==> config.mk <==
export PLATFORM = sky130hd
export DESIGN_NAME = image_header_sniffer
export DESIGN_NICKNAME = d
export VERILOG_FILES = /design/src/rtl/ihs_pkg.sv /design/src/rtl/ihs_parser.sv /design/src/rtl/image_header_sniffer.sv
export SDC_FILE = /design/constraint.sdc
export NUM_CORES = 1
export LEC_CHECK = 0
export BUFFER_PORTS_ARGS = -buffer_cell sky130_fd_sc_hd__clkbuf_2
export CELL_PAD_IN_SITES_DETAIL_PLACEMENT = 1
export CELL_PAD_IN_SITES_GLOBAL_PLACEMENT = 1
export CORE_MARGIN = 1.5
export CORE_UTILIZATION = 30
export CTS_CLUSTER_DIAMETER = 60
export DETAILED_ROUTE_END_ITERATION = 8
export HOLD_SLACK_MARGIN = 0.1
export PLACE_DENSITY_LB_ADDON = 0.1
export SYNTH_ARGS = -nofsm -noshare
export SYNTH_HDL_FRONTEND = slang
export SYNTH_HIERARCHICAL = 1
export SYNTH_SLANG_ARGS = --single-unit
export TNS_END_PERCENT = 5
==> constraint.sdc <==
create_clock -name clk -period 10.3 [get_ports clk]
set_input_delay 0.515 -clock clk [delete_from_list [all_inputs] [get_ports clk]]
set_output_delay 0.515 -clock clk [all_outputs]
set_load 0.005 [all_outputs]
==> src/rtl/ihs_pkg.sv <==
// ----------------------------------------------------------------------------
// ihs_pkg
// Shared types, codes and constants of the image header sniffer.
// ----------------------------------------------------------------------------
package ihs_pkg;

	typedef enum logic [4:0] {
		PH_SOI     = 5'd0,
		PH_JMARKA  = 5'd1,
		PH_JAPPLEN = 5'd2,
		PH_JSKIPA  = 5'd3,
		PH_JMARKB  = 5'd4,
		PH_JDQTLEN = 5'd5,
		PH_JSKIPD  = 5'd6,
		PH_JSOFLEN = 5'd7,
		PH_JPREC   = 5'd8,
		PH_JHEIGHT = 5'd9,
		PH_JWIDTH  = 5'd10,
		PH_JCOMP   = 5'd11,
		PH_PSIG1   = 5'd12,
		PH_PSIG2   = 5'd13,
		PH_PSIG3   = 5'd14,
		PH_PLEN    = 5'd15,
		PH_PTYPE   = 5'd16,
		PH_PWIDTH  = 5'd17,
		PH_PHEIGHT = 5'd18,
		PH_PDEPTH  = 5'd19,
		PH_PCOLOR  = 5'd20,
		PH_DONE    = 5'd21
	} phase_t;

	typedef enum logic [2:0] {
		ST_OK        = 3'd0,
		ST_UNKNOWN   = 3'd1,
		ST_BAD_PREC  = 3'd2,
		ST_BAD_COLOR = 3'd3,
		ST_NO_FRAME  = 3'd4,
		ST_TRUNC     = 3'd5,
		ST_BAD_SEG   = 3'd6
	} status_t;

	typedef enum logic [1:0] {
		FMT_NONE = 2'd0,
		FMT_JPEG = 2'd1,
		FMT_PNG  = 2'd2
	} fmt_t;

	localparam logic [31:0] MK_SOI      = 32'h0000_FFD8;
	localparam logic [31:0] MK_APP_LO   = 32'h0000_FFE0;
	localparam logic [31:0] MK_APP_HI   = 32'h0000_FFEF;
	localparam logic [31:0] MK_COM      = 32'h0000_FFFE;
	localparam logic [31:0] MK_DQT      = 32'h0000_FFDB;
	localparam logic [31:0] MK_SOF0     = 32'h0000_FFC0;
	localparam logic [31:0] MK_SOF2     = 32'h0000_FFC2;
	localparam logic [31:0] PNG_SIG1    = 32'h0000_8950;
	localparam logic [31:0] PNG_SIG2    = 32'h0000_4E47;
	localparam logic [31:0] PNG_SIG3    = 32'h0000_0D0A;
	localparam logic [31:0] PNG_SIG4    = 32'h0000_1A0A;
	localparam logic [31:0] IHDR_LEN    = 32'd13;
	localparam logic [31:0] IHDR_TYPE   = 32'h4948_4452;
	localparam logic [31:0] JPEG_PREC   = 32'd8;
	localparam logic [31:0] SEG_LEN_MIN = 32'd2;

	localparam logic [7:0] CT_GRAY       = 8'd0;
	localparam logic [7:0] CT_RGB        = 8'd2;
	localparam logic [7:0] CT_PALETTE    = 8'd3;
	localparam logic [7:0] CT_GRAY_ALPHA = 8'd4;
	localparam logic [7:0] CT_RGB_ALPHA  = 8'd6;

	typedef struct packed {
		status_t      status;
		fmt_t         format;
		logic [31:0]  width;
		logic [31:0]  height;
		logic [7:0]   precision;
		logic [7:0]   components;
		logic [7:0]   palette_bits;
		logic [15:0]  bits_per_pixel;
		logic [31:0]  file_length;
	} hdr_result_t;

	function automatic logic [2:0] field_len(input phase_t ph);
		logic [2:0] n;
		unique case (ph)
			PH_PLEN, PH_PTYPE, PH_PWIDTH, PH_PHEIGHT: n = 3'd4;
			PH_SOI, PH_JMARKA, PH_JAPPLEN, PH_JMARKB, PH_JDQTLEN, PH_JSOFLEN,
			PH_JHEIGHT, PH_JWIDTH, PH_PSIG1, PH_PSIG2, PH_PSIG3: n = 3'd2;
			default: n = 3'd1;
		endcase
		return n;
	endfunction

endpackage

==> src/rtl/ihs_parser.sv <==
// ----------------------------------------------------------------------------
// ihs_parser
// Header state machine: gathers big-endian fields, skips segments, keeps the
// header fields and byte count, and forms the result for the last byte.
// ----------------------------------------------------------------------------
module ihs_parser import ihs_pkg::*; (
	input  logic        clk,
	input  logic        arst_n,
	input  logic        step,
	input  logic [7:0]  byte_value,
	input  logic        last_byte,
	output hdr_result_t res
);

	phase_t      phase_q, phase_n;
	logic [2:0]  cnt_q, cnt_n, cnt_inc;
	logic [31:0] shift_q, shift_n, v;
	logic [15:0] skip_q, skip_n, skip_dec;
	fmt_t        fmt_q, fmt_n;
	logic [31:0] width_q, width_n;
	logic [31:0] height_q, height_n;
	logic [7:0]  prec_q, prec_n;
	logic [7:0]  comp_q, comp_n;
	logic [7:0]  pal_q, pal_n;
	status_t     status_q, status_n;
	logic [31:0] total_q, total_n;
	status_t     st;
	logic        ok;
	logic [7:0]  prec_o, comp_o;

	always_comb begin : next_state
		phase_n  = phase_q;
		cnt_n    = cnt_q;
		shift_n  = shift_q;
		skip_n   = skip_q;
		fmt_n    = fmt_q;
		width_n  = width_q;
		height_n = height_q;
		prec_n   = prec_q;
		comp_n   = comp_q;
		pal_n    = pal_q;
		status_n = status_q;
		total_n  = (total_q == 32'hFFFF_FFFF) ? total_q : total_q + 32'd1;
		v        = {shift_q[23:0], byte_value};
		cnt_inc  = cnt_q + 3'd1;
		skip_dec = (skip_q != 16'd0) ? skip_q - 16'd1 : skip_q;

		if (phase_q == PH_DONE) begin
			phase_n = PH_DONE;
		end else if (phase_q == PH_JSKIPA || phase_q == PH_JSKIPD) begin
			skip_n = skip_dec;
			if (skip_dec == 16'd0)
				phase_n = (phase_q == PH_JSKIPA) ? PH_JMARKA : PH_JMARKB;
		end else begin
			shift_n = v;
			cnt_n   = cnt_inc;
			if (cnt_inc >= field_len(phase_q)) begin
				cnt_n   = 3'd0;
				shift_n = 32'd0;
				unique case (phase_q)
					PH_SOI: begin
						if (v == MK_SOI) begin
							fmt_n   = FMT_JPEG;
							phase_n = PH_JMARKA;
						end else if (v == PNG_SIG1) begin
							phase_n = PH_PSIG1;
						end else begin
							status_n = ST_UNKNOWN;
							phase_n  = PH_DONE;
						end
					end
					PH_JMARKA, PH_JMARKB: begin
						if (phase_q == PH_JMARKA &&
							((v >= MK_APP_LO && v <= MK_APP_HI) || v == MK_COM))
							phase_n = PH_JAPPLEN;
						else if (v == MK_DQT)
							phase_n = PH_JDQTLEN;
						else if (v == MK_SOF0 || v == MK_SOF2)
							phase_n = PH_JSOFLEN;
						else begin
							status_n = ST_NO_FRAME;
							phase_n  = PH_DONE;
						end
					end
					PH_JAPPLEN, PH_JDQTLEN: begin
						if (v < SEG_LEN_MIN) begin
							status_n = ST_BAD_SEG;
							phase_n  = PH_DONE;
						end else if (v == SEG_LEN_MIN) begin
							phase_n = (phase_q == PH_JAPPLEN) ? PH_JMARKA : PH_JMARKB;
						end else begin
							skip_n  = v[15:0] - SEG_LEN_MIN[15:0];
							phase_n = (phase_q == PH_JAPPLEN) ? PH_JSKIPA : PH_JSKIPD;
						end
					end
					PH_JSOFLEN: phase_n = PH_JPREC;
					PH_JPREC: begin
						prec_n = v[7:0];
						if (v != JPEG_PREC) begin
							status_n = ST_BAD_PREC;
							phase_n  = PH_DONE;
						end else begin
							phase_n = PH_JHEIGHT;
						end
					end
					PH_JHEIGHT: begin
						height_n = v;
						phase_n  = PH_JWIDTH;
					end
					PH_JWIDTH: begin
						width_n = v;
						phase_n = PH_JCOMP;
					end
					PH_JCOMP: begin
						comp_n   = v[7:0];
						pal_n    = 8'd0;
						status_n = ST_OK;
						phase_n  = PH_DONE;
					end
					PH_PSIG1, PH_PSIG2, PH_PSIG3, PH_PLEN: begin
						if ((phase_q == PH_PSIG1 && v == PNG_SIG2) ||
							(phase_q == PH_PSIG2 && v == PNG_SIG3) ||
							(phase_q == PH_PSIG3 && v == PNG_SIG4) ||
							(phase_q == PH_PLEN && v == IHDR_LEN))
							phase_n = phase_t'(phase_q + 5'd1);
						else begin
							status_n = ST_UNKNOWN;
							phase_n  = PH_DONE;
						end
					end
					PH_PTYPE: begin
						if (v == IHDR_TYPE) begin
							fmt_n   = FMT_PNG;
							phase_n = PH_PWIDTH;
						end else begin
							status_n = ST_UNKNOWN;
							phase_n  = PH_DONE;
						end
					end
					PH_PWIDTH: begin
						width_n = v;
						phase_n = PH_PHEIGHT;
					end
					PH_PHEIGHT: begin
						height_n = v;
						phase_n  = PH_PDEPTH;
					end
					PH_PDEPTH: begin
						prec_n  = v[7:0];
						phase_n = PH_PCOLOR;
					end
					PH_PCOLOR: begin
						pal_n    = 8'd0;
						status_n = ST_OK;
						phase_n  = PH_DONE;
						unique case (v[7:0])
							CT_GRAY:       comp_n = 8'd1;
							CT_RGB:        comp_n = 8'd3;
							CT_GRAY_ALPHA: comp_n = 8'd2;
							CT_RGB_ALPHA:  comp_n = 8'd4;
							CT_PALETTE: begin
								comp_n = 8'd0;
								pal_n  = prec_q;
								prec_n = 8'd0;
							end
							default: status_n = ST_BAD_COLOR;
						endcase
					end
					default: begin
						status_n = ST_UNKNOWN;
						phase_n  = PH_DONE;
					end
				endcase
			end
		end
	end

	always_comb begin : outputs
		st     = (phase_n == PH_DONE) ? status_n : ST_TRUNC;
		ok     = (st == ST_OK);
		prec_o = ok ? prec_n : 8'd0;
		comp_o = ok ? comp_n : 8'd0;
		res.status         = st;
		res.format         = fmt_n;
		res.width          = ok ? width_n : 32'd0;
		res.height         = ok ? height_n : 32'd0;
		res.precision      = prec_o;
		res.components     = comp_o;
		res.palette_bits   = ok ? pal_n : 8'd0;
		res.bits_per_pixel = {8'd0, prec_o} * {8'd0, comp_o};
		res.file_length    = total_n;
	end

	always_ff @(posedge clk or negedge arst_n) begin
		if (!arst_n) begin
			phase_q  <= PH_SOI;
			cnt_q    <= 3'd0;
			shift_q  <= 32'd0;
			skip_q   <= 16'd0;
			fmt_q    <= FMT_NONE;
			width_q  <= 32'd0;
			height_q <= 32'd0;
			prec_q   <= 8'd0;
			comp_q   <= 8'd0;
			pal_q    <= 8'd0;
			status_q <= ST_OK;
			total_q  <= 32'd0;
		end else if (step) begin
			if (last_byte) begin
				phase_q  <= PH_SOI;
				cnt_q    <= 3'd0;
				shift_q  <= 32'd0;
				skip_q   <= 16'd0;
				fmt_q    <= FMT_NONE;
				width_q  <= 32'd0;
				height_q <= 32'd0;
				prec_q   <= 8'd0;
				comp_q   <= 8'd0;
				pal_q    <= 8'd0;
				status_q <= ST_OK;
				total_q  <= 32'd0;
			end else begin
				phase_q  <= phase_n;
				cnt_q    <= cnt_n;
				shift_q  <= shift_n;
				skip_q   <= skip_n;
				fmt_q    <= fmt_n;
				width_q  <= width_n;
				height_q <= height_n;
				prec_q   <= prec_n;
				comp_q   <= comp_n;
				pal_q    <= pal_n;
				status_q <= status_n;
				total_q  <= total_n;
			end
		end
	end

endmodule

==> src/rtl/image_header_sniffer.sv <==
// ----------------------------------------------------------------------------
// image_header_sniffer
// Recognizes a JPEG or PNG header in a byte stream and reports the image
// parameters and file length once per file.
// ----------------------------------------------------------------------------
//  channel  handshake            payload
//  in       in_valid / in_ready  byte_value, last_byte
//  out      out_valid/out_ready  status, format, width, height, precision,
//                                components, palette_bits, bits_per_pixel,
//                                file_length
//
// A byte is held in the input register, then steps the header state machine;
// the result of the last byte lands in the output register as that byte
// steps. One byte per cycle, but a full output register stalls a last byte,
// and only a last byte, in the input register; other bytes keep flowing.
// Reset clears the parser to wait for the first byte of a file.
// ----------------------------------------------------------------------------
module image_header_sniffer import ihs_pkg::*; (
	input  logic        clk,
	input  logic        arst_n,
	input  logic        in_valid,
	output logic        in_ready,
	input  logic [7:0]  byte_value,
	input  logic        last_byte,
	output logic        out_valid,
	input  logic        out_ready,
	output logic [2:0]  status,
	output logic [1:0]  format,
	output logic [31:0] width,
	output logic [31:0] height,
	output logic [7:0]  precision,
	output logic [7:0]  components,
	output logic [7:0]  palette_bits,
	output logic [15:0] bits_per_pixel,
	output logic [31:0] file_length
);

	logic        valid_s1;
	logic [7:0]  byte_s1;
	logic        last_s1;
	logic        step;
	logic        out_valid_q;
	hdr_result_t res;
	hdr_result_t res_q;

	assign step     = valid_s1 && (!last_s1 || !out_valid_q || out_ready);
	assign in_ready = !valid_s1 || step;

	always_ff @(posedge clk or negedge arst_n) begin
		if (!arst_n) begin
			valid_s1 <= 1'b0;
		end else if (in_ready) begin
			valid_s1 <= in_valid;
		end
	end

	always_ff @(posedge clk) begin
		if (in_valid && in_ready) begin
			byte_s1 <= byte_value;
			last_s1 <= last_byte;
		end
	end

	ihs_parser u_parser (
		.clk        (clk),
		.arst_n     (arst_n),
		.step       (step),
		.byte_value (byte_s1),
		.last_byte  (last_s1),
		.res        (res)
	);

	always_ff @(posedge clk or negedge arst_n) begin
		if (!arst_n) begin
			out_valid_q <= 1'b0;
		end else if (step && last_s1) begin
			out_valid_q <= 1'b1;
		end else if (out_ready) begin
			out_valid_q <= 1'b0;
		end
	end

	always_ff @(posedge clk) begin
		if (step && last_s1) begin
			res_q <= res;
		end
	end

	assign out_valid      = out_valid_q;
	assign status         = res_q.status;
	assign format         = res_q.format;
	assign width          = res_q.width;
	assign height         = res_q.height;
	assign precision      = res_q.precision;
	assign components     = res_q.components;
	assign palette_bits   = res_q.palette_bits;
	assign bits_per_pixel = res_q.bits_per_pixel;
	assign file_length    = res_q.file_length;

endmodule

Yosys cells after proc, flatten, opt, wreduce, memory -nomap -nowiden. Memory sizes are Yosys's and may differ from the RTL's. Index checks and enable logic that the tools add are counted.

Output and inout port bits: 143. Memory bits (read-only): 96. Bits in registers: 325. Memories: 1. Logic and storage cells: 213. Bits of input ports: 13.

Memories: (name not given) (depth 32, width 3, rd ports 1, clocked after memory_dff 0, wr ports 0, RTL line ihs_pkg.sv:84) `unique case (ph)`.

Equal/unequal tests: 44. Reductions and logical operators: 39. Add/subtract/negate cells: 5. Magnitude comparators: 4. Multiply operators: 1. Multiplexer cells: 94.

Operators with widths (number): $mux 32 (12); $eq 32x16->1 const B (6); $mux 16 (8); $mux 8 (16); $mux 24 (4); $mux 3 (24); $mux 5 (14); $pmux 5 s12 (1); $pmux 8 s2 (3); $eq 5x4->1 const B (8); $pmux 8 s5 (1); $eq 5x5->1 const B (7); $add 32x1->32 const B (1); $eq 32x12->1 const B (1); $eq 32x13->1 const B (1); $eq 32x15->1 const B (1); $eq 32x2->1 const B (1); $eq 32x31->1 const B (1); $eq 32x32->1 const B (1); $eq 32x4->1 const B (1); $ge 32x16->1 const B (1); $le 32x16->1 const B (1); $lt 32x2->1 const B (1); $ne 32x4->1 const B (1); 33 further kinds (71).

Logic depth before layout (Yosys ltp). Gate-level depths: netlist of the first run.

Depth after elaboration: 15. Mapped depth: 37. Gate-level depth less buffers: 33.

Modules after synthesis. The synthesis of the first run kept the hierarchy.

By module, submodules not included: ihs_parser (cells each 1647, seq. area each 4329.2 um^2, area each 13833.3 um^2, instances 1); image_header_sniffer (cells each 160, seq. area each 4554.4 um^2, area each 4610.7 um^2, instances 1).

Worst setup path after synthesis of the first run. No wires, ideal clock.

Path type: register to register. Start: reg u_parser.phase_q[4]. End: reg res_q, in the netlist bits_per_pixel[15] (data pin). Setup slack: 2.517 ns. Data required time: 10.040 ns. Library setup time: 0.260 ns. Cell stages (with the launch flop): 33. Arrival: 7.523 ns. Clock period less this slack: 7.783 ns. Path buffers: 5. Cells stage by stage: dfrtp_1 > clkbuf_1 > buf_1 > clkbuf_1 > nand2_1 > nor2_1 > a31oi_1 > ha_1 > nand2_1 > o21ai_1 > o21ai_1 > nor2_1 > a41oi_1 > a211oi_1 > nand3_1 > or4_1 > buf_2 > buf_2 > a211o_1 > fa_1 > fa_1 > inv_1 > fa_1 > inv_1 > fa_1 > inv_1 > ha_1 > a21boi_0 > o21ai_0 > a21boi_0 > o2111ai_1 > a31oi_1 > xnor2_1.

RTL lines: start: declaration (RTL line ihs_parser.sv:15) `phase_t phase_q, phase_n;`; start signal: assignment (RTL line ihs_parser.sv:223) `phase_q <= phase_n;`; end signal: assignment (RTL line image_header_sniffer.sv:85) `res_q <= res;`; end: declaration (RTL line image_header_sniffer.sv:44) `hdr_result_t res_q;`.

==> results of run 1 <==
[layer usage]
metal | vias up | part of all wire | GRT usage
li1 | 6935 | - | -
met1 | 7724 | 0.47 | 0.272
met2 | 301 | 0.46 | 0.318
met3 | 92 | 0.039 | 0.0303
met4 | 0 | 0.028 | 0.0630
met5 | - | 0 | 0
[cell families after synthesis]
logic type,Yosys count
buffers and inverters,211
AO/OA/AOI/OAI,539
flip-flops,325
adder cells (fa/ha/maj),88
multiplexers,23
XOR/XNOR,57
AND/OR/NAND/NOR,564
[placed cells by master, fill, tap and decap left out, types with 9 or more instances in the layout]
cell type                       count
sky130_fd_sc_hd__o2bb2ai_1         98
sky130_fd_sc_hd__o31ai_1           10
sky130_fd_sc_hd__a211o_1           12
sky130_fd_sc_hd__xnor2_1           34
sky130_fd_sc_hd__inv_1             84
sky130_fd_sc_hd__nor2b_1           17
sky130_fd_sc_hd__xor2_1            23
sky130_fd_sc_hd__or3_1              9
sky130_fd_sc_hd__a211oi_1          50
sky130_fd_sc_hd__a22oi_1           24
sky130_fd_sc_hd__dlygate4sd3_1     10
sky130_fd_sc_hd__a22o_1            44
sky130_fd_sc_hd__nand3_1           31
sky130_fd_sc_hd__and3_1            14
sky130_fd_sc_hd__nor2_1           103
sky130_fd_sc_hd__edfxtp_1         150
sky130_fd_sc_hd__nor4b_1            9
sky130_fd_sc_hd__clkbuf_2         154
sky130_fd_sc_hd__ha_1              52
sky130_fd_sc_hd__a21boi_0          67
sky130_fd_sc_hd__fa_1              36
sky130_fd_sc_hd__dfrtp_1          175
sky130_fd_sc_hd__mux2i_1           17
sky130_fd_sc_hd__and4_1             9
sky130_fd_sc_hd__nand4_1           22
sky130_fd_sc_hd__a21o_1             9
sky130_fd_sc_hd__clkbuf_16         42
sky130_fd_sc_hd__nand2_1          229
sky130_fd_sc_hd__o21ai_0           39
sky130_fd_sc_hd__o22ai_1           13
sky130_fd_sc_hd__nor4_1            20
sky130_fd_sc_hd__a21oi_1          119
sky130_fd_sc_hd__nor3_1            44
sky130_fd_sc_hd__buf_4             42
[cell type report]
cell class	instances	share of cell area
Clock inverter	26	0.0182
Sequential cell	325	0.410
Tap cell	782	0.0451
Inverter	86	0.0150
Multi-Input combinational cell	1271	0.405
Timing Repair Buffer	207	0.0554
Clock buffer	52	0.0516
[what timing repair did]
action,in CTS,in global routing
endpoints found under the hold margin,70,0
setup endpoints to repair,0,0
hold buffers,10,0
resized for setup,0,0
[per-stage QoR]
step | setup slack, ns | std cells
CTS | 1.06 | 2749
detailed placement | 1.07 | 2661
finish | 0.999 | 2749
global placement | 1.10 | 2661
floorplan | 2.52 | 1807
global route | 0.372 | 2749
[flip-flops by register name, summed over array words and instances (netlist names), 2 cells and up]
register / flops
u_parser/prec_q: 8
file_length: 32
precision: 8
u_parser/phase_q: 5
width: 32
status: 3
u_parser/height_q: 32
u_parser/pal_q: 8
u_parser/fmt_q: 2
u_parser/cnt_q: 3
format: 2
height: 32
palette_bits: 8
u_parser/total_q: 32
components: 8
u_parser/width_q: 32
u_parser/comp_q: 8
byte_s1: 8
u_parser/status_q: 3
u_parser/shift_q: 24
bits_per_pixel: 16
u_parser/skip_q: 16
[power breakdown]
group	total (mW)	internal [mW]	switching, mW
Sequential	1.82	1.57	0.252
Clock	1.60	0.984	0.619
Combinational	1.59	0.523	1.07
[path summary, 6_finish.rpt]
path	start	slack (ns)	end
min in group asynchronous	arst_n	0.47	u_parser/height_q[23]
worst min-delay path	in_valid	0.16	valid_s1
max in group asynchronous	arst_n	8.49	u_parser/phase_q[0]
worst max register to register	u_parser/phase_q[0]	1.0	bits_per_pixel[15]
worst max-delay path	u_parser/phase_q[0]	1.0	bits_per_pixel[15]
worst min register to register	u_parser/width_q[4]	0.48	u_parser/width_q[4]
==> impl_metrics.prom, run 1 <==
# TYPE chip_impl_metric gauge
chip_impl_info{name="run_status",value="finished clean"} 1
chip_impl_metric{name="post-route-min-period",unit="ns"} 9.30
chip_impl_metric{name="cts_buffers",unit=""} 42
chip_impl_info{name="netlist_top_cells_count",value="sky130_fd_sc_hd__nand2_1, sky130_fd_sc_hd__dfrtp_1, sky130_fd_sc_hd__edfxtp_1"} 1
chip_impl_metric{name="wirelength",unit="µm"} 61700
chip_impl_metric{name="clk_pin_slew_worst_paths",unit="ns"} 0.06
chip_impl_metric{name="timing.reg2reg.worst_path_depth",unit=""} 29
chip_impl_metric{name="tns",unit="ns"} 0
chip_impl_metric{name="tritoncts_num_sinks",unit=""} 325
chip_impl_metric{name="longest_individual_stage_delay_on_the_worst_path",unit="ns"} 0.72
chip_impl_metric{name="post-synth-top-area-fraction",unit=""} 0.244
chip_impl_metric{name="first_pass_grt_wire_length",unit="µm"} 97400
chip_impl_metric{name="overflow",unit=""} 0
chip_impl_metric{name="maxClockFrequency",unit="GHz"} 0.108
chip_impl_metric{name="die-height",unit="µm"} 251
chip_impl_metric{name="timing.clock.skew",unit="ns"} 0.0291
chip_impl_info{name="critical-path-slowest-cell",value="sky130_fd_sc_hd__or4_4"} 1
chip_impl_info{name="root_buffer",value="sky130_fd_sc_hd__clkbuf_16"} 1
chip_impl_metric{name="biggest_fanout_along_the_worst_timing_path",unit=""} 59
chip_impl_metric{name="cap_violations",unit=""} 0
chip_impl_metric{name="layout-drive-gt1-share",unit=""} 0.151
chip_impl_metric{name="clock_path_buffers",unit=""} 3
chip_impl_metric{name="timing.critical_path.required",unit="ns"} 10.64
chip_impl_metric{name="synth.mux.area_fraction",unit=""} 0.0131
chip_impl_metric{name="synth.avg_cell_area",unit="µm²"} 10.2
chip_impl_metric{name="buffers_inserted_by_post_cts_timing_repair",unit=""} 0
chip_impl_metric{name="post_synth_instance_area",unit="mm²"} 0.0184
chip_impl_metric{name="min_delay_path_depth",unit=""} 2
chip_impl_metric{name="route.detailed.drc",unit=""} 0
chip_impl_info{name="crit_family",value="compound AO/OA/AOI/OAI gates"} 1
chip_impl_metric{name="drt_first_iter_violations",unit=""} 887
chip_impl_metric{name="h-tree-depth",unit=""} 2
chip_impl_metric{name="detail_route.first_pass.iterations",unit=""} 5
chip_impl_metric{name="yosysUniqueCellTypes",unit=""} 72
chip_impl_metric{name="final_design_area_no_fill",unit="mm²"} 0.0217
chip_impl_metric{name="floorplan.core_area",unit="mm²"} 0.0606
chip_impl_metric{name="placement.io_buffers",unit=""} 155
chip_impl_metric{name="post-route-util",unit=""} 0.358
chip_impl_metric{name="cp_data_arrival_time",unit="ns"} 9.64
chip_impl_metric{name="fp-row-count",unit=""} 90
chip_impl_info{name="tritoncts",value="yes"} 1
chip_impl_metric{name="synth-xor-area-share",unit=""} 0.0271
chip_impl_metric{name="ffs_latches_synth",unit=""} 325
chip_impl_metric{name="routedWlPerCell",unit="µm"} 22.4
chip_impl_metric{name="synth.net_count",unit=""} 1908
chip_impl_metric{name="initial_core_utilization",unit=""} 0.304
chip_impl_metric{name="syn_inst",unit=""} 1807
chip_impl_metric{name="global_route.usage.total",unit=""} 0.198
chip_impl_metric{name="nFillCells",unit=""} 6748
chip_impl_metric{name="final_net_count",unit=""} 2034
chip_impl_metric{name="timing.final.max_slew_violations",unit=""} 0
chip_impl_info{name="timing.setup.critical_path_class",value="reg2reg"} 1
chip_impl_metric{name="seq_area",unit="mm²"} 0.00888
chip_impl_metric{name="maxSlewHeadroom",unit=""} 0.296
chip_impl_metric{name="count_of_flip_flops_with_a_built_in_enable_after_synthesis",unit=""} 150
chip_impl_metric{name="p_leak",unit="nW"} 8.74
chip_impl_metric{name="timing_hold_violations_final",unit=""} 0
chip_impl_metric{name="ys.warnings.count",unit=""} 6
chip_impl_metric{name="report.final.setup_viol",unit=""} 0
chip_impl_metric{name="antennaDiodeCount",unit=""} 0
chip_impl_metric{name="vias_in_the_first_global_route",unit=""} 15815
chip_impl_metric{name="post-dp-hpwl",unit="µm"} 40200
chip_impl_info{name="hold_path.class",value="in2reg"} 1
chip_impl_metric{name="instance_area_at_placement",unit="mm²"} 0.0201
chip_impl_metric{name="synth_simple_gate_area_share",unit=""} 0.150
chip_impl_metric{name="routed-via-count",unit=""} 15052
chip_impl_metric{name="antenna_found_initial",unit=""} 1
chip_impl_metric{name="maximum_number_of_pins_on_one_net_before_global_route_repair",unit=""} 74
chip_impl_info{name="rsz0062_at_grt",value="false"} 1
chip_impl_info{name="crit_path_start_kind",value="register"} 1
chip_impl_info{name="largest_family_of_logic_cells_by_synthesized_area",value="compound AO/OA/AOI/OAI gates"} 1
chip_impl_metric{name="layout_worst_path_cycle_share",unit=""} 0.903
chip_impl_metric{name="area_used_by_multi_input_combinational_logic",unit="mm²"} 0.00877
chip_impl_metric{name="total_power_consumption_of_the_routed_design",unit="mW"} 5.02
chip_impl_metric{name="synth_seq_area_share",unit=""} 0.482
chip_impl_metric{name="area_share_of_fa_ha_maj_cells_after_synthesis",unit=""} 0.0744
chip_impl_metric{name="gp_congestion",unit=""} 0.891
chip_impl_info{name="cp-end-kind",value="register"} 1
chip_impl_metric{name="worstMarginPinSlew",unit="ns"} 1.04
chip_impl_metric{name="worst_case_vdd_ir_drop",unit="mV"} 0.146
chip_impl_metric{name="area.growth.synth_to_final",unit="%"} 17.5
chip_impl_info{name="main_flop_type_after_synthesis",value="sky130_fd_sc_hd__dfrtp_1"} 1
chip_impl_metric{name="cp.depth",unit=""} 29
chip_impl_metric{name="skew_pair_late_insertion_delay",unit="ns"} 0.59
chip_impl_metric{name="cellPowerDensity",unit="mW/mm²"} 231
chip_impl_metric{name="asyncSetResetFlopFracSynth",unit=""} 0.538
chip_impl_metric{name="ant_nets",unit=""} 0
chip_impl_metric{name="design.die.area",unit="mm²"} 0.0630
chip_impl_metric{name="synth_compound_area_frac",unit=""} 0.208
chip_impl_info{name="synthDominantAreaCellType",value="sky130_fd_sc_hd__edfxtp_1"} 1
chip_impl_metric{name="critPathBufInv",unit=""} 4
chip_impl_info{name="synth.top_cells.by_area",value="sky130_fd_sc_hd__edfxtp_1, sky130_fd_sc_hd__dfrtp_1, sky130_fd_sc_hd__nand2_1"} 1
chip_impl_metric{name="via_per_inst",unit=""} 5.48
chip_impl_metric{name="worst_hold_slack",unit="ns"} 0.156
chip_impl_info{name="post-synth-top-count-cell",value="sky130_fd_sc_hd__nand2_1"} 1
chip_impl_metric{name="die_w",unit="µm"} 251
chip_impl_metric{name="ioPinCount",unit=""} 156
(Power assumes the default switching activity.)
==> run 2, diff against run 1 <==
SYNTH_HIERARCHICAL = not set   (was 1)
==> run 2 against run 1 <==
  * Register-to-register slack better by 0.16 ns
  * Clock skew shrank 0.0040 ns
  * Count of clock-buffer cells in the layout grew 4
  * First-iteration DRC count increased by 10%
  * Worst hold slack got worse by 0.021 ns
  * Sequential share of layout area is essentially flat
  * Area after synthesis increased by 0.88%
  * Clock power barely moved
  * Utilization is 0.51 points lower
==> impl_metrics.prom, run 2 <==
# TYPE chip_impl_metric gauge
chip_impl_metric{name="maxSlewHeadroom",unit=""} 0.173
chip_impl_metric{name="post-synth-top-area-fraction",unit=""} 0.242
chip_impl_metric{name="asyncSetResetFlopFracSynth",unit=""} 0.538
chip_impl_metric{name="overflow",unit=""} 0
chip_impl_metric{name="biggest_fanout_along_the_worst_timing_path",unit=""} 61
chip_impl_metric{name="report.final.setup_viol",unit=""} 0
chip_impl_metric{name="internal_power",unit="mW"} 3.04
chip_impl_metric{name="maxClockFrequency",unit="GHz"} 0.109
chip_impl_metric{name="layout_worst_path_cycle_share",unit=""} 0.888
chip_impl_metric{name="route.detailed.drc",unit=""} 0
chip_impl_metric{name="ant_nets",unit=""} 0
chip_impl_metric{name="drt_first_iter_violations",unit=""} 980
chip_impl_metric{name="area_share_of_fa_ha_maj_cells_after_synthesis",unit=""} 0.0737
chip_impl_metric{name="clock_path_buffers",unit=""} 3
chip_impl_info{name="netlist_top_cells_count",value="sky130_fd_sc_hd__nand2_1, sky130_fd_sc_hd__dfrtp_1, sky130_fd_sc_hd__o21ai_0"} 1
chip_impl_metric{name="skew_pair_late_insertion_delay",unit="ns"} 0.60
chip_impl_metric{name="floorplan.core_area",unit="mm²"} 0.0615
chip_impl_info{name="r2r_start",value="u_parser.phase_q[0]"} 1
chip_impl_info{name="commonest_non_fill_non_tap_cell_in_the_layout",value="sky130_fd_sc_hd__nand2_1"} 1
chip_impl_metric{name="total_power_consumption_of_the_routed_design",unit="mW"} 5.11
chip_impl_metric{name="p_sw",unit="mW"} 2.07
chip_impl_metric{name="timing.clock.skew",unit="ns"} 0.0251
chip_impl_metric{name="grt_met3_use",unit=""} 0.0280
chip_impl_metric{name="critPathBufInv",unit=""} 4
chip_impl_info{name="layout_common_cells",value="sky130_fd_sc_hd__nand2_1, sky130_fd_sc_hd__dfrtp_1, sky130_fd_sc_hd__o21ai_0"} 1
chip_impl_info{name="startpoint",value="u_parser.phase_q[0]"} 1
chip_impl_metric{name="ioPinCount",unit=""} 156
chip_impl_metric{name="synth.mux.area_fraction",unit=""} 0.00619
chip_impl_metric{name="die-height",unit="µm"} 252
chip_impl_metric{name="post-dp-hpwl",unit="µm"} 42000
chip_impl_metric{name="clk_pin_slew_worst_paths",unit="ns"} 0.06
chip_impl_metric{name="ctsResizeCount",unit=""} 0
chip_impl_metric{name="timing.final.max_slew_violations",unit=""} 0
chip_impl_metric{name="worstMarginPinSlew",unit="ns"} 1.24
chip_impl_info{name="critical-path-slowest-cell",value="sky130_fd_sc_hd__o21ai_1"} 1
chip_impl_metric{name="p_leak",unit="nW"} 8.75
chip_impl_info{name="timing.setup.critical_path_class",value="reg2reg"} 1
chip_impl_metric{name="post_synth_instance_area",unit="mm²"} 0.0186
chip_impl_metric{name="worst_hold_slack",unit="ns"} 0.135
chip_impl_info{name="crit_family",value="adder cells"} 1
chip_impl_metric{name="timing_hold_violations_final",unit=""} 0
chip_impl_metric{name="fp-row-count",unit=""} 91
chip_impl_metric{name="synth.avg_cell_area",unit="µm²"} 9.72
chip_impl_info{name="main_flop_type_after_synthesis",value="sky130_fd_sc_hd__dfrtp_1"} 1
chip_impl_metric{name="tritoncts_num_sinks",unit=""} 325
chip_impl_metric{name="area.growth.synth_to_final",unit="%"} 16.5
chip_impl_metric{name="cap_violations",unit=""} 0
chip_impl_metric{name="power.switching_fraction",unit=""} 0.405
chip_impl_metric{name="detail_route.first_pass.iterations",unit=""} 5
chip_impl_metric{name="clock_power_share",unit=""} 0.306
chip_impl_metric{name="routed-via-count",unit=""} 15314
chip_impl_metric{name="worst_case_vdd_ir_drop",unit="mV"} 0.152
chip_impl_info{name="synth.top_cells.by_area",value="sky130_fd_sc_hd__edfxtp_1, sky130_fd_sc_hd__dfrtp_1, sky130_fd_sc_hd__nand2_1"} 1
chip_impl_metric{name="synth_compound_area_frac",unit=""} 0.187
chip_impl_info{name="hold_path.class",value="in2reg"} 1
chip_impl_metric{name="count_of_flip_flops_with_a_built_in_enable_after_synthesis",unit=""} 150
chip_impl_metric{name="ys.warnings.count",unit=""} 0
chip_impl_metric{name="via_per_inst",unit=""} 5.36
chip_impl_metric{name="yosysUniqueCellTypes",unit=""} 89
chip_impl_metric{name="gp_congestion",unit=""} 0.820
chip_impl_metric{name="h-tree-depth",unit=""} 2
chip_impl_metric{name="global_route.usage.met2",unit=""} 0.320
chip_impl_info{name="rsz0062_at_grt",value="false"} 1
chip_impl_metric{name="synth_seq_area_share",unit=""} 0.477
chip_impl_metric{name="timing.critical_path.required",unit="ns"} 10.63
chip_impl_metric{name="synth_simple_gate_area_share",unit=""} 0.180
chip_impl_metric{name="post-route-min-period",unit="ns"} 9.15
chip_impl_metric{name="sequentialPowerShare",unit=""} 0.358
chip_impl_info{name="crit_path_start_kind",value="register"} 1
chip_impl_metric{name="cellPowerDensity",unit="mW/mm²"} 236
chip_impl_info{name="busiest_metal_layer_after_global_routing",value="met2"} 1
chip_impl_info{name="hold_path_origin",value="byte_value[5]"} 1
chip_impl_metric{name="global_route.usage.total",unit=""} 0.200
chip_impl_metric{name="final_net_count",unit=""} 2129
chip_impl_metric{name="instances_no_fill",unit=""} 2857
chip_impl_metric{name="placement.io_buffers",unit=""} 155
chip_impl_metric{name="nFillCells",unit=""} 6980
chip_impl_metric{name="first_pass_grt_wire_length",unit="µm"} 99300
chip_impl_info{name="largest_family_of_logic_cells_by_synthesized_area",value="compound AO/OA/AOI/OAI gates"} 1
chip_impl_metric{name="layout-drive-gt1-share",unit=""} 0.148
chip_impl_metric{name="tns",unit="ns"} 0
chip_impl_metric{name="antenna_found_initial",unit=""} 1
chip_impl_info{name="run_status",value="finished clean"} 1
chip_impl_metric{name="maximum_number_of_pins_on_one_net_before_global_route_repair",unit=""} 80
chip_impl_metric{name="design.die.area",unit="mm²"} 0.0635
chip_impl_metric{name="initial_core_utilization",unit=""} 0.303
chip_impl_info{name="cp-end-kind",value="register"} 1
chip_impl_metric{name="cp_data_arrival_time",unit="ns"} 9.48
chip_impl_info{name="root_buffer",value="sky130_fd_sc_hd__clkbuf_16"} 1
chip_impl_metric{name="die_w",unit="µm"} 252
chip_impl_metric{name="power_frac_comb",unit=""} 0.336
chip_impl_info{name="synthDominantAreaCellType",value="sky130_fd_sc_hd__edfxtp_1"} 1
chip_impl_metric{name="syn_inst",unit=""} 1915
chip_impl_metric{name="post-place-cells",unit=""} 2762
chip_impl_metric{name="met1_usage",unit=""} 0.284
chip_impl_metric{name="buffers_inserted_by_post_cts_timing_repair",unit=""} 0
chip_impl_metric{name="cts_buffers",unit=""} 45
chip_impl_metric{name="ffs_latches_synth",unit=""} 325
chip_impl_metric{name="synth-xor-area-share",unit=""} 0.0264
chip_impl_metric{name="routedWlPerCell",unit="µm"} 22.1
chip_impl_metric{name="longest_individual_stage_delay_on_the_worst_path",unit="ns"} 0.73
chip_impl_metric{name="synth.net_count",unit=""} 2016
chip_impl_info{name="post-synth-top-count-cell",value="sky130_fd_sc_hd__nand2_1"} 1
chip_impl_metric{name="holdBufCountCts",unit=""} 9
chip_impl_metric{name="vias_in_the_first_global_route",unit=""} 16228
chip_impl_metric{name="wirelength",unit="µm"} 63100
chip_impl_info{name="tritoncts",value="yes"} 1
## run 2: worst paths after layout
check | end | slack [ns] | depth (start not counted)
worst max-delay path | bits_per_pixel[15] | 1.15 | 31
worst min-delay path | byte_s1[5] | 0.14 | 1
worst max register to register | bits_per_pixel[15] | 1.15 | 31
worst min register to register | u_parser.comp_q[1] | 0.47 | 2
max in group asynchronous | u_parser.width_q[4] | 7.79 | 4
min in group asynchronous | u_parser.skip_q[2] | 0.56 | 2
## run 2: cells by family (layout without fill, tap and decap cells)
group	count (synthesis)	count (layout)
compound gates	539	539
xor+xnor	56	56
fa+ha+maj	88	88
buf+inv	216	366
flops	325	325
mux	11	11
other cells	0	2
simple gates	680	680
## run 2: metrics by stage
stage,instance area [µm²],util,worst slack [ns]
after floorplan,18600,-,2.91
final,21700,0.353,1.15
after global placement,20100,0.327,1.43
after CTS,21700,0.353,1.16
after global routing,21700,0.353,0.483
after detailed placement,20100,0.327,1.17
## run 2: layout make-up
| type | instances | area (µm²) | area share |
|---|---|---|---|
| Tap cell | 790 | 988 | 0.0456 |
| Antenna cell | 2 | 5.00 | 0.000231 |
| Inverter | 81 | 304 | 0.0140 |
| Timing Repair Buffer | 201 | 1150 | 0.0530 |
| Clock inverter | 28 | 287 | 0.0132 |
| Clock buffer | 56 | 1220 | 0.0562 |
| Multi-Input combinational cell | 1374 | 8840 | 0.408 |
| Sequential cell | 325 | 8880 | 0.410 |
## run 2: power groups by stage
stage          Combinational, mW  Clock [mW]  Sequential (mW)
5_1_grt                     1.91        1.66             1.86
3_3_place_gp                1.70           0             1.84
3_5_place_dp                1.72           0             1.85
4_1_cts                     1.73        1.62             1.83
6_report                    1.72        1.57             1.83
2_1_floorplan               1.32           0             1.72
## run 2: worst register-to-register path, delay by kind of cell (launching register included)
kind / cells / cell delay (ns)
flops: 1 / 0.49
compound gates: 8 / 1.95
fa+ha+maj: 7 / 3.13
xor+xnor: 1 / 0.13
simple gates: 10 / 2.57
mux: 1 / 0.36
buf+inv: 4 / 0.28
## run 2: layer usage
layer / part of all wire / vias up / wire, µm
li1: - / 7111 / -
met1: 0.48 / 7821 / 30600
met2: 0.46 / 299 / 28900
met3: 0.035 / 83 / 2230
met4: 0.023 / 0 / 1420
met5: 0 / - / 0
==> run 3, diff against run 2 <==
CORE_UTILIZATION = 43   (was 30)
clock period = 7.5 ns   (was 10.3 ns; I/O delays follow)
==> run 3 against run 2 <==
  * Global-route usage grew 7.3 points
  * Worst setup slack worse by 0.97 ns
  * Combinational power rose by 84%
  * Sequential cell count is the same
  * Sequential power up 32%
  * Critical path depth shrank 2
  * Largest power group is now combinational logic
  * Non-clock buffer count up 111
  * Cell count down 3.6%
==> impl_metrics.prom, run 3 (synthesized netlist as in run 2, its figures left out) <==
# TYPE chip_impl_metric gauge
chip_impl_metric{name="cp_data_arrival_time",unit="ns"} 7.63
chip_impl_info{name="cp-end-kind",value="register"} 1
chip_impl_metric{name="maxSlewHeadroom",unit=""} 0.348
chip_impl_metric{name="post-route-min-period",unit="ns"} 7.31
chip_impl_metric{name="maxClockFrequency",unit="GHz"} 0.137
chip_impl_metric{name="routed-via-count",unit=""} 15903
chip_impl_metric{name="clock_path_buffers",unit=""} 3
chip_impl_info{name="r2r_start",value="u_parser.phase_q[2]"} 1
chip_impl_metric{name="timing.critical_path.required",unit="ns"} 7.82
chip_impl_metric{name="first_pass_grt_wire_length",unit="µm"} 94900
chip_impl_metric{name="placement.io_buffers",unit=""} 155
chip_impl_info{name="hold_path.class",value="in2reg"} 1
chip_impl_metric{name="cts_buffers",unit=""} 41
chip_impl_metric{name="reg2reg_slack",unit="ns"} 0.19
chip_impl_info{name="timing.critical_path.mode_cell",value="sky130_fd_sc_hd__fa_1"} 1
chip_impl_metric{name="h-tree-depth",unit=""} 2
chip_impl_metric{name="layout-drive-gt1-share",unit=""} 0.213
chip_impl_metric{name="cellPowerDensity",unit="mW/mm²"} 333
chip_impl_info{name="crit_path_start_kind",value="register"} 1
chip_impl_metric{name="post-dp-hpwl",unit="µm"} 41300
chip_impl_metric{name="wirelength",unit="µm"} 61000
chip_impl_metric{name="tritoncts_num_sinks",unit=""} 325
chip_impl_metric{name="route.detailed.drc",unit=""} 0
chip_impl_metric{name="longest_individual_stage_delay_on_the_worst_path",unit="ns"} 0.53
chip_impl_metric{name="die-height",unit="µm"} 211
chip_impl_metric{name="report.final.setup_viol",unit=""} 0
chip_impl_metric{name="nFillCells",unit=""} 4799
chip_impl_info{name="run_status",value="finished clean"} 1
chip_impl_metric{name="min_delay_path_depth",unit=""} 4
chip_impl_info{name="critical-path-slowest-cell",value="sky130_fd_sc_hd__fa_1"} 1
chip_impl_metric{name="tns",unit="ns"} 0
chip_impl_metric{name="global_route.usage.total",unit=""} 0.273
chip_impl_metric{name="overflow",unit=""} 0
chip_impl_metric{name="area_used_by_multi_input_combinational_logic",unit="mm²"} 0.00917
chip_impl_metric{name="clk_pin_slew_worst_paths",unit="ns"} 0.06
chip_impl_info{name="commonest_non_fill_non_tap_cell_in_the_layout",value="sky130_fd_sc_hd__nand2_1"} 1
chip_impl_info{name="timing.setup.critical_path_class",value="reg2reg"} 1
chip_impl_metric{name="final_design_area_no_fill",unit="mm²"} 0.0225
chip_impl_info{name="layout_common_cells",value="sky130_fd_sc_hd__nand2_1, sky130_fd_sc_hd__dfrtp_1, sky130_fd_sc_hd__o21ai_0"} 1
chip_impl_info{name="root_buffer",value="sky130_fd_sc_hd__clkbuf_16"} 1
chip_impl_metric{name="via_per_inst",unit=""} 5.78
chip_impl_metric{name="skew_pair_late_insertion_delay",unit="ns"} 0.58
chip_impl_metric{name="initial_core_utilization",unit=""} 0.434
chip_impl_metric{name="post-place-cells",unit=""} 2647
chip_impl_metric{name="vias_in_the_first_global_route",unit=""} 16695
chip_impl_metric{name="die_w",unit="µm"} 211
chip_impl_metric{name="instance_area_at_placement",unit="mm²"} 0.0206
chip_impl_metric{name="post-route-util",unit=""} 0.526
chip_impl_metric{name="floorplan.core_area",unit="mm²"} 0.0429
chip_impl_metric{name="maximum_number_of_pins_on_one_net_before_global_route_repair",unit=""} 96
chip_impl_info{name="crit_family",value="adder cells"} 1
chip_impl_metric{name="design.die.area",unit="mm²"} 0.0445
chip_impl_info{name="tritoncts",value="yes"} 1
chip_impl_info{name="hold_path_origin",value="out_ready"} 1
chip_impl_metric{name="seq_area",unit="mm²"} 0.00888
chip_impl_info{name="critical_path.reg2reg.endpoint",value="bits_per_pixel[15]"} 1
chip_impl_metric{name="antennaDiodeCount",unit=""} 0
chip_impl_metric{name="detail_route.first_pass.iterations",unit=""} 5
chip_impl_metric{name="timing.final.max_slew_violations",unit=""} 0
chip_impl_metric{name="ant_nets",unit=""} 0
chip_impl_metric{name="antenna_found_initial",unit=""} 0
chip_impl_metric{name="routedWlPerCell",unit="µm"} 22.1
chip_impl_metric{name="biggest_fanout_along_the_worst_timing_path",unit=""} 8
chip_impl_metric{name="ioPinCount",unit=""} 156
chip_impl_metric{name="timing.clock.skew",unit="ns"} 0.0332
chip_impl_metric{name="gp_congestion",unit=""} 0.866
chip_impl_metric{name="timing.reg2reg.worst_path_depth",unit=""} 29
chip_impl_metric{name="area.growth.synth_to_final",unit="%"} 21.2
chip_impl_metric{name="p_leak",unit="nW"} 9.29
chip_impl_metric{name="drt_first_iter_violations",unit=""} 1168
chip_impl_metric{name="layout_worst_path_cycle_share",unit=""} 0.975
chip_impl_metric{name="fp-row-count",unit=""} 76
chip_impl_metric{name="worst_case_vdd_ir_drop",unit="mV"} 0.199
chip_impl_info{name="hold-path-endpoint",value="valid_s1"} 1
chip_impl_metric{name="critPathBufInv",unit=""} 6
chip_impl_metric{name="instances_no_fill",unit=""} 2753
chip_impl_metric{name="final_net_count",unit=""} 2236
chip_impl_metric{name="timing_hold_violations_final",unit=""} 0
chip_impl_metric{name="cap_violations",unit=""} 0
chip_impl_metric{name="worstMarginPinSlew",unit="ns"} 0.975
[run 3: cell types whose count changed in the layout (fill, tap and decap cells not counted), sizes merged]
cell / previous run / this run
buf: 38 / 144
clkbuf: 210 / 207
diode: 2 / 0
dlygate4sd3: 9 / 11
inv: 87 / 85
bufbuf: 0 / 1
bufinv: 3 / 2
clkinv: 18 / 17
clkinvlp: 1 / 2
[run 3: layer usage]
metal / global-route usage / share of wire / wire, µm / vias up
met5: 0 / 0 / 0 / -
met4: 0.0736 / 0.022 / 1370 / 0
met3: 0.0370 / 0.040 / 2430 / 85
met2: 0.466 / 0.49 / 30100 / 346
met1: 0.364 / 0.44 / 27000 / 8149
li1: - / - / - / 7323
[run 3: worst max path at each step]
stage / slack (ns) / depth (start not counted) / start / endpoint
6_report: 0.19 / 29 / u_parser.phase_q[2] / bits_per_pixel[15]
5_1_grt: -0.09 / 30 / u_parser.phase_q[2] / bits_per_pixel[15]
4_1_cts: 0.0008 / 26 / u_parser.skip_q[0] / bits_per_pixel[15]
3_5_place_dp: -0.20 / 30 / u_parser.phase_q[1] / bits_per_pixel[15]
3_3_place_gp: 0.04 / 33 / u_parser.phase_q[0] / bits_per_pixel[15]
2_1_floorplan: 0.11 / 32 / u_parser.phase_q[2] / bits_per_pixel[15]
[run 3: stage by stage]
| step | power, mW | hold slack [ns] | setup slack [ns] |
|---|---|---|---|
| finish | 7.50 | 0.187 | 0.185 |
| global route | 7.89 | 0.212 | -0.0904 |
| CTS | 7.26 | 0.180 | 0.000755 |
| detailed placement | 5.21 | 0.475 | -0.202 |
| global placement | 5.15 | 0.461 | 0.0386 |
| floorplan | 4.17 | 0.0794 | 0.108 |
[run 3: worst register-to-register path, delay by kind of cell (launching register included)]
kind                     cells  cell delay (ns)
XOR/XNOR                     1             0.13
flip-flops                   1             0.50
AO/OA/AOI/OAI               11             2.42
adder cells (fa/ha/maj)      7             2.79
AND/OR/NAND/NOR              4             0.62
buffers and inverters        6             0.63
[run 3: final cells by class]
class,count,area share
timing repair buffer,312,0.0951
clock inverter,25,0.00921
clock buffer,51,0.0489
inverter,81,0.0135
multi-input combinational,1374,0.407
tap,585,0.0325
sequential,325,0.394
[run 3: power breakdown]
group	internal [mW]	total, mW	leakage [nW]	switching [mW]
clock network	1.12	1.93	0.648	0.807
registers	2.18	2.41	3.82	0.232
logic	1.25	3.16	4.82	1.91
total	4.55	7.50	9.29	2.95
[run 3: timing repair]
item | 4_1_cts | 5_1_grt
gates resized for setup | 3 | 77
endpoints found under the hold margin | 90 | 0
hold buffers | 11 | 0
setup endpoints to repair | 3 | 7
gates cloned | 1 | 2
buffers inserted | 4 | 12
pin swaps | 0 | 46
